**src/design/trm_pkg.sv**
```systemverilog
// trm_pkg: shared types, codes and default sizes for the token ring membership unit
// depends on nothing; imported by trm_cell, token_ring_membership_unit, trm_checker and testbench
`timescale 1ns / 1ps

package trm_pkg;

	// fixed field widths of the item ports
	localparam int ID_FIELD_W     = 16;
	localparam int ACTION_W       = 2;
	localparam int STATUS_W       = 2;
	localparam int COUNT_FIELD_W  = 5;

	// default sizes
	localparam int DEF_RING_DEPTH = 16;
	localparam int DEF_ID_BITS    = 16;

	// action codes
	localparam logic [ACTION_W-1:0] ACT_INSERT = 2'd0;
	localparam logic [ACTION_W-1:0] ACT_DELETE = 2'd1;
	localparam logic [ACTION_W-1:0] ACT_PASS   = 2'd2;
	localparam logic [ACTION_W-1:0] ACT_NONE   = 2'd3;

	// status codes
	localparam logic [STATUS_W-1:0] ST_DONE      = 2'd0;
	localparam logic [STATUS_W-1:0] ST_EMPTY     = 2'd1;
	localparam logic [STATUS_W-1:0] ST_FULL      = 2'd2;
	localparam logic [STATUS_W-1:0] ST_NOT_FOUND = 2'd3;

	// commands broadcast to every cell of the row
	typedef struct packed {
		logic cmp_en;   // latch compare result against the incoming key
		logic ins_en;   // tail cell loads the new station
		logic del_en;   // cells at or behind the first hit take their neighbor's id
	} cell_ctl_t;

endpackage

```
**src/design/token_ring_membership_unit.sv**
```systemverilog
// token_ring_membership_unit: logical ring of stations with a single token holder
// depends on trm_pkg and trm_cell
//
//  channel | valid     | stall     | fields
//  --------+-----------+-----------+-----------------------------------------------
//  command | cmd_valid | cmd_stall | action, station_id
//  result  | rsp_valid | rsp_stall | status, holder_valid, holder_id, ring_count
//
// For each item the accept edge latches the compare in every cell; a later
// edge, once no result is stalled, applies the shift/insert and loads the
// result register: one compare stage and one update stage in the row of cells.
// Reset clears the count, token and result valid; no clearing pass is needed.
// The update waits while a result is stalled, so ring state is frozen while a
// result is shown; no new item is accepted during that wait.
`timescale 1ns / 1ps

module token_ring_membership_unit import trm_pkg::*; #(
	parameter int RING_DEPTH = DEF_RING_DEPTH,
	parameter int ID_BITS    = DEF_ID_BITS
) (
	input  logic                     clk,
	input  logic                     arst_n,
	input  logic                     cmd_valid,
	output logic                     cmd_stall,
	input  logic [ACTION_W-1:0]      action,
	input  logic [ID_FIELD_W-1:0]    station_id,
	output logic                     rsp_valid,
	input  logic                     rsp_stall,
	output logic [STATUS_W-1:0]      status,
	output logic                     holder_valid,
	output logic [ID_FIELD_W-1:0]    holder_id,
	output logic [COUNT_FIELD_W-1:0] ring_count
);

	localparam int SW = (ID_BITS < ID_FIELD_W) ? ID_BITS : ID_FIELD_W;
	localparam int CW = $clog2(RING_DEPTH + 1);
	localparam int TW = $clog2(RING_DEPTH);

	logic                busy_q;
	logic [ACTION_W-1:0] action_q;
	logic [SW-1:0]       id_q;
	logic [CW-1:0]       count_q;
	logic [TW-1:0]       tok_q;
	logic                rsp_valid_q;
	logic [STATUS_W-1:0] status_q;

	logic                cmd_accept;
	logic                upd_fire;
	logic [SW-1:0]       key;
	cell_ctl_t           ctl;

	logic [RING_DEPTH:0]   carry;
	logic [RING_DEPTH-1:0] first_hit;
	logic [SW-1:0]         cell_id [RING_DEPTH];

	logic                found;
	logic                hit_lt_tok;
	logic                hit_eq_tok;
	logic [CW-1:0]       cnt_dec;
	logic [CW-1:0]       tok_inc;
	logic [CW-1:0]       count_d;
	logic [TW-1:0]       tok_d;
	logic [STATUS_W-1:0] status_d;
	logic                ins_ok;
	logic                del_ok;

	// handshakes
	assign cmd_accept = cmd_valid & ~cmd_stall;
	assign cmd_stall  = busy_q;
	assign upd_fire   = busy_q & (~rsp_valid_q | ~rsp_stall);
	assign key        = station_id[SW-1:0];

	// broadcast commands for the row
	always_comb begin
		ctl        = '0;
		ctl.cmp_en = cmd_accept;
		ctl.ins_en = upd_fire & ins_ok;
		ctl.del_en = upd_fire & del_ok;
	end

	// the row of cells
	assign carry[0] = 1'b0;
	for (genvar i = 0; i < RING_DEPTH; i++) begin : g_cell
		logic [SW-1:0] nxt;
		if (i == RING_DEPTH - 1) begin : g_last
			assign nxt = cell_id[i];
		end else begin : g_mid
			assign nxt = cell_id[i+1];
		end
		trm_cell #(
			.ID_W(SW)
		) u_cell (
			.clk      (clk),
			.arst_n   (arst_n),
			.ctl      (ctl),
			.in_ring  (CW'(i) < count_q),
			.is_tail  (CW'(i) == count_q),
			.key      (key),
			.ins_id   (id_q),
			.nxt_id   (nxt),
			.carry_in (carry[i]),
			.carry_out(carry[i+1]),
			.first_hit(first_hit[i]),
			.id_out   (cell_id[i])
		);
	end

	// where the first hit lies relative to the holder
	assign found      = carry[RING_DEPTH];
	assign hit_lt_tok = carry[tok_q];
	assign hit_eq_tok = first_hit[tok_q];
	assign cnt_dec    = count_q - CW'(1);
	assign tok_inc    = CW'(tok_q) + CW'(1);

	// next count, token and status
	always_comb begin
		count_d  = count_q;
		tok_d    = tok_q;
		status_d = ST_DONE;
		ins_ok   = 1'b0;
		del_ok   = 1'b0;
		unique case (action_q)
			ACT_INSERT: begin
				if (count_q >= CW'(RING_DEPTH)) begin
					status_d = ST_FULL;
				end else begin
					ins_ok  = 1'b1;
					count_d = count_q + CW'(1);
					if (count_q == '0) begin
						tok_d = '0;
					end
				end
			end
			ACT_DELETE: begin
				if (count_q == '0) begin
					status_d = ST_EMPTY;
				end else if (!found) begin
					status_d = ST_NOT_FOUND;
				end else begin
					del_ok  = 1'b1;
					count_d = cnt_dec;
					priority if (cnt_dec == '0) begin
						tok_d = '0;
					end else if (hit_lt_tok) begin
						tok_d = tok_q - TW'(1);
					end else if (hit_eq_tok && (CW'(tok_q) >= cnt_dec)) begin
						tok_d = '0;
					end
				end
			end
			ACT_PASS: begin
				if (count_q == '0) begin
					status_d = ST_EMPTY;
				end else if (tok_inc >= count_q) begin
					tok_d = '0;
				end else begin
					tok_d = tok_inc[TW-1:0];
				end
			end
			default: begin
				status_d = ST_DONE;
			end
		endcase
	end

	// control and ring state
	always_ff @(posedge clk or negedge arst_n) begin
		if (!arst_n) begin
			busy_q      <= 1'b0;
			count_q     <= '0;
			tok_q       <= '0;
			rsp_valid_q <= 1'b0;
		end else begin
			if (cmd_accept) begin
				busy_q <= 1'b1;
			end else if (upd_fire) begin
				busy_q <= 1'b0;
			end
			if (upd_fire) begin
				count_q     <= count_d;
				tok_q       <= tok_d;
				rsp_valid_q <= 1'b1;
			end else if (!rsp_stall) begin
				rsp_valid_q <= 1'b0;
			end
		end
	end

	// item payload and result status
	always_ff @(posedge clk) begin
		if (cmd_accept) begin
			action_q <= action;
			id_q     <= key;
		end
		if (upd_fire) begin
			status_q <= status_d;
		end
	end

	// result outputs; ring state holds while a result waits
	assign rsp_valid    = rsp_valid_q;
	assign status       = status_q;
	assign holder_valid = (count_q != '0);
	assign holder_id    = holder_valid ? ID_FIELD_W'(cell_id[tok_q]) : '0;
	assign ring_count   = COUNT_FIELD_W'(count_q);

	// checks
	a_count_range: assert property (@(posedge clk) disable iff (!arst_n)
		count_q <= CW'(RING_DEPTH))
		else $error("ring count above depth");

	a_tok_range: assert property (@(posedge clk) disable iff (!arst_n)
		(CW'(tok_q) < count_q) || (count_q == '0 && tok_q == '0))
		else $error("token position outside ring");

	a_single_hit: assert property (@(posedge clk) disable iff (!arst_n)
		busy_q |-> $onehot0(first_hit))
		else $error("more than one first hit");

	a_upd_result: assert property (@(posedge clk) disable iff (!arst_n)
		upd_fire |=> rsp_valid_q)
		else $error("update without result");

	a_frozen: assert property (@(posedge clk) disable iff (!arst_n)
		(rsp_valid_q && rsp_stall) |=> ($stable(count_q) && $stable(tok_q)))
		else $error("ring changed while result stalled");

endmodule

```
**src/design/trm_cell.sv**
```systemverilog
// trm_cell: one slot of the ring row; holds a station id and its match flag
// depends on trm_pkg (cell_ctl_t)
`timescale 1ns / 1ps

module trm_cell import trm_pkg::*; #(
	parameter int ID_W = DEF_ID_BITS
) (
	input  logic            clk,
	input  logic            arst_n,
	input  cell_ctl_t       ctl,
	input  logic            in_ring,
	input  logic            is_tail,
	input  logic [ID_W-1:0] key,
	input  logic [ID_W-1:0] ins_id,
	input  logic [ID_W-1:0] nxt_id,
	input  logic            carry_in,
	output logic            carry_out,
	output logic            first_hit,
	output logic [ID_W-1:0] id_out
);

	logic [ID_W-1:0] id_q;
	logic            match_q;

	// compare against the key when an item is taken
	always_ff @(posedge clk or negedge arst_n) begin
		if (!arst_n) begin
			match_q <= 1'b0;
		end else if (ctl.cmp_en) begin
			match_q <= in_ring & (id_q == key);
		end
	end

	// prefix-or of matches travels down the row
	assign carry_out = carry_in | match_q;
	assign first_hit = match_q & ~carry_in;

	// slot contents: move up on delete, load at the tail on insert
	always_ff @(posedge clk) begin
		if (ctl.del_en && carry_out) begin
			id_q <= nxt_id;
		end else if (ctl.ins_en && is_tail) begin
			id_q <= ins_id;
		end
	end

	assign id_out = id_q;

endmodule

```
**config.mk**
```make
export PLATFORM = sky130hd
export DESIGN_NAME = token_ring_membership_unit
export DESIGN_NICKNAME = d
export VERILOG_FILES = /design/src/design/trm_pkg.sv /design/src/design/token_ring_membership_unit.sv /design/src/design/trm_cell.sv
export SDC_FILE = /design/constraint.sdc
export NUM_CORES = 1
export LEC_CHECK = 0
export BUFFER_PORTS_ARGS = -buffer_cell sky130_fd_sc_hd__buf_2
export CORE_AREA = 2 2 235 167
export CTS_CLUSTER_DIAMETER = 60
export DETAILED_ROUTE_END_ITERATION = 10
export DIE_AREA = 0 0 237 169
export PLACE_DENSITY = 0.74
export SLEW_MARGIN = 5
export SYNTH_ARGS = -nofsm -noshare
export SYNTH_HDL_FRONTEND = slang
export SYNTH_SLANG_ARGS = --single-unit
export TNS_END_PERCENT = 30
```
**constraint.sdc**
```tcl
create_clock -name clk -period 9.45 [get_ports clk]
set_input_delay 0 -clock clk [delete_from_list [all_inputs] [get_ports clk]]
set_output_delay 0 -clock clk [all_outputs]
set_load 0.02 [all_outputs]
```
==> flow_summary.yaml <==
outcome:
  status: "completed"
route:
  first_pass_iters: 6
  avgRoutedWirePerCell_microns: 32.0
  vias_per_cell: 6.73
  wirelength_microns: 59800
  drc_errors: 0
  first_iter_violations: 1772
  ant_nets: 0
  vias: 12600
grt:
  grt_usage: 0.302
  grt_start_max_net_pins: 67
  antenna_found_initial: 2
  overflow: 0
  grt_pass1_vias: 12500
  grt_pass1_wl_microns: 88000
power:
  p_sw_mw: 1.42
  p_per_area_nw_per_um2: 207
  power.share.sequential: 0.417
  p_clk_frac: 0.302
  pwr-share-comb: 0.280
  p_int_mw: 2.77
  ir_drop_mv: 0.162
  fin_total_pwr_mw: 4.19
  swShare: 0.340
  leakagePower_nw: 6.62
sta:
  slew_viol_final: 0
  skew_ns: 0.0338
  timing.final.crit_period_ns: 4.18
  slew_headroom: 0.203
  finalCritPeriodShare: 0.442
  setup_viol: 0
  whs_ns: 0.00839
  hold_violations: 0
  tightest_slew_ns: 1.19
  worst_slack_ns: 5.27
  rsz0062_at_grt: "false"
  max_freq_ghz: 0.239
  finalSetupTns_ns: 0
clock_network:
  holdBufCountCts: 8
  cts_buffers: 30
  cts_max_level: 1
  postCtsSetupBuffers: 0
  cts_resized: 0
  cts_tree: "built"
  path_clk_slew_ns: 0.07
  clockBufferDepth: 3
  clkLatencyLatePin_ns: 0.61
  cts_root_buf: "clkbuf_16"
  clock_sinks: 303
die:
  core-area_sq_um: 37900
  io_pins: 48
  die_width_microns: 237
  die_h_microns: 169
  start_util: 0.493
  row_count: 60
  dieArea_sq_um: 40100
place:
  place_ws_ns: 5.34
  dpl-instance-area_sq_um: 19200
  hpwl_microns: 42100
  numPortBuffers: 47
  gp_congestion: 0.978
  dp_cells: 1804
layout:
  final_cell_mix: "edfxtp_1 (276), mux2_2 (232), xnor2_1 (148), xor2_1 (117), mux4_2 (80)"
  synthToLayoutAreaGrowth_pct: 8.35
  fin_nets: 1391
  final_cell_area_sq_um: 20300
  n_fill_cell: 3079
  final_common_cell: "edfxtp_1"
  final_layout_size_suffix_gt1_frac: 0.335
  instances_no_fill: 1868
  num_antenna_cells: 0
  fin_util: 0.534
setup_path:
  critPathArrivalTime_ns: 4.32
  crit_fanout: 17
  crit_path_end_kind: "flip-flop"
  worst_setup_path_start_kind: "flip-flop"
  criticalPathCategory: "reg -> reg"
  worstPathRequired_ns: 9.59
logic_synthesis:
  synth.top_cell.area_share: 0.443
  avgSynthCellArea_sq_um: 13.9
  postSynthCellCount: 1349
  async_flop_share: 0.0891
  synth_edf_count: 276
  synth-seq-cells: 303
  synthFlopType: "edfxtp_1"
  ys_seq_area_frac: 0.479
  syn_area_sq_um: 18700
  synth.top_cells.by_area: "edfxtp_1 (44%), mux2_2 (14%), mux4_2 (9.6%), xnor2_1 (6.9%), xor2_1 (5.5%)"
  synth-warning-count: 0
  yosysUniqueCellTypes: 75
  syn_nets: 1392
  synth_top_cell_by_area: "edfxtp_1"
job:
  max-cap-violations: 0
min_path:
  hp-class: "in -> async"
## metal layers
layer | share of wire | global-route usage
met5 | 0.00022 | 0
met3 | 0.14 | 0.114
met1 | 0.40 | 0.421
met2 | 0.42 | 0.444
met4 | 0.029 | 0.0804
## synth_stat cells, types with 5 or more instances
| cell type | number |
|---|---|
| edfxtp_1 | 276 |
| mux2_2 | 232 |
| xnor2_1 | 148 |
| xor2_1 | 117 |
| mux4_2 | 80 |
| clkbuf_1 | 60 |
| nand4_1 | 40 |
| nand2_1 | 35 |
| dfrtp_1 | 27 |
| nor4_1 | 27 |
| nor3_1 | 22 |
| o21ai_0 | 22 |
| ha_1 | 21 |
| a21oi_1 | 19 |
| inv_1 | 18 |
| nand3_1 | 17 |
| and2_1 | 16 |
| buf_2 | 15 |
| nor2_1 | 15 |
| a21o_1 | 9 |
| buf_1 | 9 |
| dlygate4sd3_1 | 9 |
| mux2_4 | 9 |
| buf_6 | 7 |
| nand2b_1 | 6 |
| a31oi_1 | 5 |
## power groups by stage
stage / Sequential, mW / Clock [mW] / Combinational [mW]
6_report: 1.75 / 1.27 / 1.17
5_1_grt: 1.75 / 1.32 / 1.23
4_1_cts: 1.74 / 1.27 / 1.15
3_5_place_dp: 1.77 / 0 / 1.14
3_3_place_gp: 1.76 / 0 / 1.13
2_1_floorplan: 1.64 / 0 / 0.833
## worst max-delay path: stages (launching register included)
cell and delay [ns]:
dfrtp_1 0.55, inv_1 0.41, ha_1 0.45, nor4b_1 0.78, nor2_2 0.11, and3_1 0.37, o41ai_4 0.27, nand2_1 0.79
## layout make-up
type	instances	area, sq um	area share
clock buffer	38	791	0.0390
clock inverter	18	215	0.0106
inverter	18	67.6	0.00333
multi-input combinational	922	9150	0.451
sequential	303	8970	0.443
tap	496	621	0.0306
timing repair buffer	73	450	0.0222
## logic make-up (layout without fill, tap and decap cells)
family | count (synthesis) | count (layout) | share of synthesized area
XOR/XNOR | 265 | 265 | 0.124
adder cells (fa/ha/maj) | 21 | 21 | 0.0141
flip-flops | 303 | 303 | 0.479
AO/OA/AOI/OAI | 109 | 109 | 0.0423
multiplexers | 322 | 322 | 0.244
AND/OR/NAND/NOR | 205 | 205 | 0.0626
buffers and inverters | 124 | 147 | 0.0338
## flip-flops by register name, indices dropped and copies added (netlist names)
| name | count |
|---|---|
| tok_q | 4 |
| rsp_valid | 1 |
| cmd_stall | 1 |
| g_cell.u_cell.id_out | 256 |
| g_cell.u_cell.match_q | 16 |
| ring_count | 5 |
| status | 2 |
| action_q | 2 |
| id_q | 16 |
## final timing paths
check / cells past startpoint / end / startpoint / slack (ns)
min in group clk: 1 / id_q[13] / station_id[13] / 0.03
min reg2reg: 1 / rsp_valid / cmd_stall / 0.52
max: 7 / g_cell[12].u_cell.id_out[11] / ring_count[1] / 5.27
max reg2reg: 7 / g_cell[12].u_cell.id_out[11] / ring_count[1] / 5.27
min: 2 / g_cell[14].u_cell.match_q / arst_n / 0.008
max in group asynchronous: 2 / tok_q[1] / arst_n / 8.90
Power figures use the tool's default switching activity.
